[config.mk]
export PLATFORM = sky130hd
export DESIGN_NAME = window_max_sum_core
export DESIGN_NICKNAME = d
export VERILOG_FILES = /design/src/wms_pkg.sv /design/src/window_max_sum_core.sv /design/src/wms_ram.sv
export SDC_FILE = /design/constraint.sdc
export NUM_CORES = 2
export LEC_CHECK = 0
export BUFFER_PORTS_ARGS = -buffer_cell sky130_fd_sc_hd__buf_2
export CAP_MARGIN = 20
export CELL_PAD_IN_SITES_DETAIL_PLACEMENT = 0
export CELL_PAD_IN_SITES_GLOBAL_PLACEMENT = 1
export CORE_UTILIZATION = 40
export CTS_CLUSTER_SIZE = 10
export DETAILED_ROUTE_END_ITERATION = 12
export HOLD_SLACK_MARGIN = 0.05
export PLACE_DENSITY = 0.72
export SYNTH_ARGS = -nofsm -noshare
export SYNTH_HDL_FRONTEND = slang
export SYNTH_MEMORY_MAX_BITS = 65536
export SYNTH_SLANG_ARGS = --single-unit
[constraint.sdc]
create_clock -name i_clk -period 5.4 [get_ports i_clk]
set_input_delay 1.08 -clock i_clk [delete_from_list [all_inputs] [get_ports i_clk]]
set_output_delay 1.08 -clock i_clk [all_outputs]
set_load 0.02 [all_outputs]
[src/wms_pkg.sv]
package wms_pkg;

    // Fixed field widths
    localparam int SUM_BITS = 24;
    localparam int LEN_BITS = 9;
    localparam logic [LEN_BITS-1:0] LEN_RESET = 9'd1;

    // Result queue
    localparam int QDEPTH    = 4;
    localparam int QPTR_BITS = $clog2(QDEPTH);
    localparam int QCNT_BITS = $clog2(QDEPTH + 1);

    typedef enum logic [1:0] {
        STATUS_OK       = 2'd0,
        STATUS_TOO_LONG = 2'd1,
        STATUS_ZERO     = 2'd2
    } t_status;

    typedef struct packed {
        logic [SUM_BITS-1:0] max_sum;
        t_status             status;
    } t_result;

endpackage

[src/window_max_sum_core.sv]
// window_max_sum_core: largest sum over any run of window_length consecutive
// samples of an array.
//
// Input channel (i_valid/o_ready): one signed sample per transfer, with
// i_last_sample marking the final element of an array. One sample per cycle
// is sustained while o_ready is high; the running window sum is one add and
// one subtract against the leaving sample, read from the window RAM in stage 0.
// Output channel (o_valid/i_ready): one result per array, carrying the best
// full-window sum and a status (ok, window longer than data, window zero).
// Each result passes the stage 1 and stage 2 registers before it is queued.
// Results wait in a 4-entry queue; o_ready drops only when the queue plus the
// last-sample transfers still in the pipe would fill it, so a stalled
// receiver holds back input only after several arrays have completed.
// Configuration (i_cfg_valid/o_cfg_ready): writes window_length, always
// ready; write only while the block is idle. Reset value of the length is 1.
// Reset clears the pipe, counters and result queue; the window RAM needs no
// clearing, as an entry is only read once it has been written.
module window_max_sum_core #(
    parameter int WINDOW_MAX  = 256,
    parameter int SAMPLE_BITS = 16
) (
    input  logic                             i_clk,
    input  logic                             i_rst_n,
    // configuration
    input  logic                             i_cfg_valid,
    output logic                             o_cfg_ready,
    input  logic [wms_pkg::LEN_BITS-1:0]     i_cfg_data,
    // sample input
    input  logic                             i_valid,
    output logic                             o_ready,
    input  logic signed [SAMPLE_BITS-1:0]    i_sample,
    input  logic                             i_last_sample,
    // result output
    output logic                             o_valid,
    input  logic                             i_ready,
    output logic signed [wms_pkg::SUM_BITS-1:0] o_max_sum,
    output wms_pkg::t_status                 o_status
);

    import wms_pkg::*;

    localparam int AW = (WINDOW_MAX > 1) ? $clog2(WINDOW_MAX) : 1;
    localparam int CW = $clog2(WINDOW_MAX + 1);
    localparam int XW = ((CW > LEN_BITS) ? CW : LEN_BITS) + 1;
    localparam int SW = (SAMPLE_BITS > SUM_BITS) ? SAMPLE_BITS : SUM_BITS;

    // ---------------------------------------------------------------
    // Configuration
    // ---------------------------------------------------------------
    logic [LEN_BITS-1:0] r_len;

    assign o_cfg_ready = 1'b1;

    always_ff @(posedge i_clk) begin
        if (!i_rst_n) begin
            r_len <= LEN_RESET;
        end else if (i_cfg_valid) begin
            r_len <= i_cfg_data;
        end
    end

    // ---------------------------------------------------------------
    // Stage 0: ring position, fill count, RAM write and read issue
    // ---------------------------------------------------------------
    logic          in_fire;
    logic          active;
    logic [AW-1:0] r_wp;
    logic [CW-1:0] r_seen;
    logic [CW-1:0] seen_inc;
    logic [XW-1:0] wp_x;
    logic [XW-1:0] len_x;
    logic [XW-1:0] back_x;
    logic [AW-1:0] rd_addr;
    logic          sub_old;
    logic          full_now;
    logic signed [SW-1:0] sample_ext;

    assign in_fire = i_valid && o_ready;
    assign active  = (r_len != '0);

    assign wp_x   = XW'(r_wp);
    assign len_x  = XW'(r_len);
    // Slot of the sample leaving the window; only used once the window is full
    assign back_x = (wp_x >= len_x) ? (wp_x - len_x)
                                    : (wp_x + XW'(WINDOW_MAX) - len_x);
    assign rd_addr = back_x[AW-1:0];

    assign seen_inc = (r_seen == CW'(WINDOW_MAX)) ? r_seen : (r_seen + CW'(1));
    assign sub_old  = (XW'(r_seen) >= len_x);
    assign full_now = (XW'(seen_inc) >= len_x);

    assign sample_ext = SW'(i_sample);

    always_ff @(posedge i_clk) begin
        if (!i_rst_n) begin
            r_wp   <= '0;
            r_seen <= '0;
        end else if (in_fire) begin
            if (i_last_sample) begin
                r_wp   <= '0;
                r_seen <= '0;
            end else if (active) begin
                r_wp   <= (r_wp == AW'(WINDOW_MAX - 1)) ? '0 : (r_wp + AW'(1));
                r_seen <= seen_inc;
            end
        end
    end

    logic [SAMPLE_BITS-1:0] ram_rd_data;

    wms_ram #(
        .WIDTH (SAMPLE_BITS),
        .DEPTH (WINDOW_MAX)
    ) u_store (
        .i_clk     (i_clk),
        .i_wr_en   (in_fire && active),
        .i_wr_addr (r_wp),
        .i_wr_data (i_sample),
        .i_rd_addr (rd_addr),
        .o_rd_data (ram_rd_data)
    );

    // Stage 1 pipe registers
    logic                r_s1_valid;
    logic                r_s1_active;
    logic                r_s1_sub;
    logic                r_s1_full;
    logic                r_s1_last;
    logic [SUM_BITS-1:0] r_s1_sample;

    always_ff @(posedge i_clk) begin
        if (!i_rst_n) begin
            r_s1_valid <= 1'b0;
        end else begin
            r_s1_valid <= in_fire;
        end
        r_s1_active <= active;
        r_s1_sub    <= sub_old;
        r_s1_full   <= full_now;
        r_s1_last   <= i_last_sample;
        r_s1_sample <= sample_ext[SUM_BITS-1:0];
    end

    // ---------------------------------------------------------------
    // Stage 1: running window sum
    // ---------------------------------------------------------------
    logic                 r_rs_fresh;  // next sample starts a new array
    logic [SUM_BITS-1:0]  r_rs;
    logic [SUM_BITS-1:0]  rs_base;
    logic [SUM_BITS-1:0]  old_val;
    logic [SUM_BITS-1:0]  n_rs;
    logic signed [SW-1:0] old_ext;

    assign old_ext = SW'($signed(ram_rd_data));
    assign old_val = r_s1_sub ? old_ext[SUM_BITS-1:0] : '0;
    assign rs_base = r_rs_fresh ? '0 : r_rs;
    assign n_rs    = rs_base + r_s1_sample - old_val;

    always_ff @(posedge i_clk) begin
        if (!i_rst_n) begin
            r_rs_fresh <= 1'b1;
        end else if (r_s1_valid) begin
            if (r_s1_last) begin
                r_rs_fresh <= 1'b1;
            end else if (r_s1_active) begin
                r_rs_fresh <= 1'b0;
            end
        end
        if (r_s1_valid && r_s1_active) begin
            r_rs <= n_rs;
        end
    end

    // Stage 2 pipe registers
    logic                r_s2_valid;
    logic                r_s2_active;
    logic                r_s2_full;
    logic                r_s2_last;
    logic [SUM_BITS-1:0] r_s2_sum;

    always_ff @(posedge i_clk) begin
        if (!i_rst_n) begin
            r_s2_valid <= 1'b0;
        end else begin
            r_s2_valid <= r_s1_valid;
        end
        r_s2_active <= r_s1_active;
        r_s2_full   <= r_s1_full;
        r_s2_last   <= r_s1_last;
        r_s2_sum    <= r_s1_active ? n_rs : rs_base;
    end

    // ---------------------------------------------------------------
    // Stage 2: best full-window sum and result build
    // ---------------------------------------------------------------
    logic                r_bv_fresh;
    logic                r_bv;
    logic [SUM_BITS-1:0] r_best;
    logic                bv_eff;
    logic                take_new;
    logic [SUM_BITS-1:0] best_next;
    logic                push;
    t_result             result;

    assign bv_eff    = r_bv_fresh ? 1'b0 : r_bv;
    assign take_new  = !bv_eff || ($signed(r_s2_sum) > $signed(r_best));
    assign best_next = take_new ? r_s2_sum : r_best;
    assign push      = r_s2_valid && r_s2_last;

    always_comb begin
        result.max_sum = '0;
        result.status  = STATUS_OK;
        if (!r_s2_active) begin
            result.status = STATUS_ZERO;
        end else if (r_s2_full) begin
            result.max_sum = best_next;
        end else if (bv_eff) begin
            result.max_sum = r_best;
        end else begin
            result.status = STATUS_TOO_LONG;
        end
    end

    always_ff @(posedge i_clk) begin
        if (!i_rst_n) begin
            r_bv_fresh <= 1'b1;
            r_bv       <= 1'b0;
        end else if (r_s2_valid) begin
            if (r_s2_last) begin
                r_bv_fresh <= 1'b1;
            end else if (r_s2_active && r_s2_full) begin
                r_bv_fresh <= 1'b0;
                r_bv       <= 1'b1;
            end
        end
        if (r_s2_valid && !r_s2_last && r_s2_active && r_s2_full) begin
            r_best <= best_next;
        end
    end

    // ---------------------------------------------------------------
    // Result queue with credit check on the input side
    // ---------------------------------------------------------------
    t_result              r_q [QDEPTH];
    logic [QPTR_BITS-1:0] r_q_wr;
    logic [QPTR_BITS-1:0] r_q_rd;
    logic [QCNT_BITS-1:0] r_q_count;
    logic                 pop;
    logic [QCNT_BITS:0]   committed;

    // Results queued plus last-sample transfers still in the pipe
    assign committed = (QCNT_BITS + 1)'(r_q_count)
                     + (QCNT_BITS + 1)'(r_s1_valid && r_s1_last)
                     + (QCNT_BITS + 1)'(r_s2_valid && r_s2_last);
    assign o_ready   = (committed < (QCNT_BITS + 1)'(QDEPTH));

    assign o_valid   = (r_q_count != '0);
    assign pop       = o_valid && i_ready;
    assign o_max_sum = $signed(r_q[r_q_rd].max_sum);
    assign o_status  = r_q[r_q_rd].status;

    always_ff @(posedge i_clk) begin
        if (!i_rst_n) begin
            r_q_wr    <= '0;
            r_q_rd    <= '0;
            r_q_count <= '0;
        end else begin
            if (push) begin
                r_q_wr <= r_q_wr + QPTR_BITS'(1);
            end
            if (pop) begin
                r_q_rd <= r_q_rd + QPTR_BITS'(1);
            end
            if (push && !pop) begin
                r_q_count <= r_q_count + QCNT_BITS'(1);
            end else if (pop && !push) begin
                r_q_count <= r_q_count - QCNT_BITS'(1);
            end
        end
        if (push) begin
            r_q[r_q_wr] <= result;
        end
    end

    // ---------------------------------------------------------------
    // Assertions
    // ---------------------------------------------------------------
    a_no_overflow: assert property (@(posedge i_clk) disable iff (!i_rst_n)
        !(push && !pop && (r_q_count == QCNT_BITS'(QDEPTH))))
        else $error("result queue overflow");

    a_credit: assert property (@(posedge i_clk) disable iff (!i_rst_n)
        committed <= (QCNT_BITS + 1)'(QDEPTH))
        else $error("more results committed than queue space");

    a_err_zero: assert property (@(posedge i_clk) disable iff (!i_rst_n)
        (o_valid && (o_status != STATUS_OK)) |-> (o_max_sum == '0))
        else $error("non-zero sum with error status");

    a_last_reaches_queue: assert property (@(posedge i_clk) disable iff (!i_rst_n)
        (in_fire && i_last_sample) |=> ##1 push)
        else $error("last-sample transfer did not produce a result");

endmodule

[src/wms_ram.sv]
module wms_ram #(
    parameter int WIDTH = 16,
    parameter int DEPTH = 256
) (
    input  logic                                         i_clk,
    input  logic                                         i_wr_en,
    input  logic [((DEPTH > 1) ? $clog2(DEPTH) : 1)-1:0] i_wr_addr,
    input  logic [WIDTH-1:0]                             i_wr_data,
    input  logic [((DEPTH > 1) ? $clog2(DEPTH) : 1)-1:0] i_rd_addr,
    output logic [WIDTH-1:0]                             o_rd_data
);

    logic [WIDTH-1:0] r_mem [DEPTH];

    // Read-first: a read of the entry being written returns the old data
    always_ff @(posedge i_clk) begin
        if (i_wr_en) begin
            r_mem[i_wr_addr] <= i_wr_data;
        end
        o_rd_data <= r_mem[i_rd_addr];
    end

endmodule

==> qor.csv <==
metric,value,unit
status,completed,
synthMuxAreaShare,14.2,%
synthSimpleGateAreaFrac,5.70,%
core,0.421,mm²
powerDensity,413,mW/mm²
ys_top_cells_by_area,"edfxtp_1 (75%), mux4_2 (14%), nand2_1 (2.5%), nand3_1 (1.6%), dfxtp_1 (1.2%)",
dp_hpwl,269000,µm
cp.required,6.32,ns
synthCells,8646,
viasPerCell,5.81,
ant_nets,0,
yosysSeqAreaShare,76.4,%
grt_pass1_wl,646000,µm
clockBufferDepth,4,
async_flop_share,0,%
synth_compound_area_share,1.05,%
worstSetupStartpointType,flip-flop,
start_util,40.3,%
worstSetupEndpointType,flip-flop,
hold_slack,0.322,ns
drt_drc_violations_left,0,
cts.clk_slew.worst_paths,0.06,ns
cts_tree,built,
cts_hold_buf,0,
p_clk_share,36.0,%
fin_setup_tns,0,ns
io_pins,60,
cts_resized,0,
synthXorXnorAreaFrac,0.301,%
relSlewSlack,18.1,%
cp_data_arrival_time,6.07,ns
insertion_delay,1.03,ns
grt_overflow,0,
portBuffers,58,
antenna_found_initial,33,
fin_crit,5.15,ns
design.die.area,0.427,mm²
syn_nets,8788,
numCtsBuffers,481,
maxCapViolCount,0,
clock_sinks,4351,
hold_path_class,primary input to flip-flop,
yosys.cell_types.count,61,
synth.avg_cell_area,19.6,µm²
finClkSkew,0.0848,ns
fin_cells,15100,
final_net_count,9418,
synth_area_leader_cell,edfxtp_1,
switching_share,26.5,%
finalHoldViolCount,0,
synth_top_family_by_area,multiplexers,
routedWlPerCell,29.9,µm
r2r-end,u_store.o_rd_data[3]$_DFF_P_,
p_comb_share,16.6,%
ir_worst_vdd,0.000359,V
globalplace.congestion,0.859,
htree_levels,5,
syn_area,0.170,mm²
worst_slew_pin_slew,1.23,ns
cp_max_fo,51,
crit_end,u_store.o_rd_data[3]$_DFF_P_,
synthFlopType,edfxtp_1,
finalSetupViolCount,0,
power_frac_seq,47.4,%
dr.pass1.iters,6,
netSwitchingPower,0.0212,W
placed_cells,14400,
post-route-cell-area,0.194,mm²
placed_cell_area,0.180,mm²
reg2regPathDepth,12,
row_count,238,
rrSetupSlack,0.25,ns
yosys_warnings,0,
power_leakage,61.7,nW
vias,87700,
ys_seq_elements,4351,
wl,451000,µm
r2r_start,r_wp[2]$_SDFFE_PN0P_,
drt_iter0_drc,11400,
die_x,653,µm
layout-drive-gt1-share,23.9,%
p_int,0.0589,W
root_buffer,clkbuf_16,
synth_edf_count,4248,
syn_to_final_growth,14.2,%
synth.top_cell.area_share,75.2,%
finalMaxSlewViolations,0,
critPathKind,flip-flop to flip-flop,
crit_start,r_wp[2]$_SDFFE_PN0P_,
post_cts_buffers,0,
grt.total_usage,20.8,%
clock.fmax,194,MHz
rsz0062_at_grt,no,
grt_max_degree,129,
p_total,0.0800,W
synthAdderAreaFrac,0.929,%
grt_pass1_vias,88100,
period_share,95.5,%
fp.dieH,653,µm
## sequential cells by signal, summed over array words and instances, names as in the netlist, 2 cells and up, named ones only
signal,flops
r_best,24
r_len,9
r_q,104
r_q_count,3
r_q_rd,2
r_q_wr,2
r_rs,24
r_s1_sample,16
r_s2_sum,24
r_seen,9
r_wp,8
u_store.o_rd_data,16
u_store.r_mem,4096
## worst min-delay path by stage
stage,start,endpoint,slack [ns],cells after the start
finish,i_cfg_data[0],r_len[0]$_SDFFE_PN1P_,0.32,3
detailed placement,r_s1_full$_DFF_P_,r_s2_full$_DFF_P_,0.32,0
CTS,i_cfg_data[0],r_len[0]$_SDFFE_PN1P_,0.25,3
global placement,r_s1_full$_DFF_P_,r_s2_full$_DFF_P_,0.32,0
floorplan,r_s1_full$_DFF_P_,r_s2_full$_DFF_P_,0.31,0
global route,i_cfg_data[0],r_len[0]$_SDFFE_PN1P_,0.30,3
## logic make-up (layout without fill, tap and decap cells)
group           after synthesis  after routing
other cells                   1             12
flops                      4351           4351
buf+inv                     586           1392
mux                        1085           1085
simple gates               2208           2208
xor+xnor                     54             54
compound gates              250            250
fa+ha+maj                   111            111
## metrics by stage
stage	util (%)	setup slack, ns
floorplan	-	1.64
global route	46.0	0.188
detailed placement	42.8	0.137
global placement	42.8	0.246
finish	46.0	0.245
CTS	46.0	0.143
## cells in the mapped netlist, types with 29 or more instances
master and count:
a21oi_1 33, xnor2_1 36, a21o_1 35, ha_1 86
nor2_1 296, nor2b_1 29, buf_2 228, dfxtp_1 103
mux4_2 1050, o21ai_0 36, clkbuf_1 214, nand3_1 530
inv_1 113, a22oi_1 72, nand2_1 1123, edfxtp_1 4248
nand4_1 135
## worst max-delay path: stages, from the launching register on
cell and delay (ns):
dfxtp_1 0.75, ha_1 0.44, a21oi_1 0.18, nand2_1 0.21
xnor2_2 0.69, buf_4 0.36, buf_12 0.30, buf_4 0.33
nand2_1 0.10, nand3_1 0.13, nand4_1 0.32, a22oi_1 0.89
and4_1 0.28
## power by group through the flow
stage               sequential [W]  clock, W  combinational [W]
floorplan                   0.0383         0            0.00809
global placement            0.0386         0             0.0133
detailed placement          0.0386         0             0.0134
CTS                         0.0379    0.0293             0.0134
global route                0.0379    0.0305             0.0141
finish                      0.0379    0.0288             0.0133
## per-layer routing
metal  vias up  track usage [%]  part of all wire, %
met5         -                0                0.019
met4        12             6.41                  3.3
met3       728             3.86                  9.1
met2      4438             33.3                   48
met1     46700             29.2                   40
li1      35900                -                    -
## final cells by class
class | instances | area [µm²]
antenna | 11 | 27.5
clock buffer | 623 | 12700
clock inverter | 36 | 626
fill | 34700 | 228000
inverter | 114 | 428
multi-input combinational | 3709 | 37700
sequential | 4351 | 130000
tap | 5640 | 7060
timing repair buffer | 619 | 5640
## layout by cell type, fill, tap and decap left out, types with 7 or more instances in the layout
cell type	count
clkbuf_1	132
and4_1	17
o21ai_0	36
edfxtp_1	4248
buf_8	16
xnor2_1	35
diode_2	11
nor2b_1	29
buf_2	42
a21oi_1	33
mux4_2	1050
dfxtp_1	102
and2_1	25
a21o_1	35
nor3_2	7
nor2_1	291
o21a_1	9
a22oi_1	72
nand4_1	135
nand2_1	1119
a32o_1	24
mux2_2	24
buf_4	484
ha_1	85
and3_1	11
mux2i_1	11
inv_1	113
buf_12	73
clkbuf_16	485
nand3_1	526
xor2_1	13
nor3_1	12
clkinv_16	13
fa_1	24
Power figures use the tool's default switching activity.
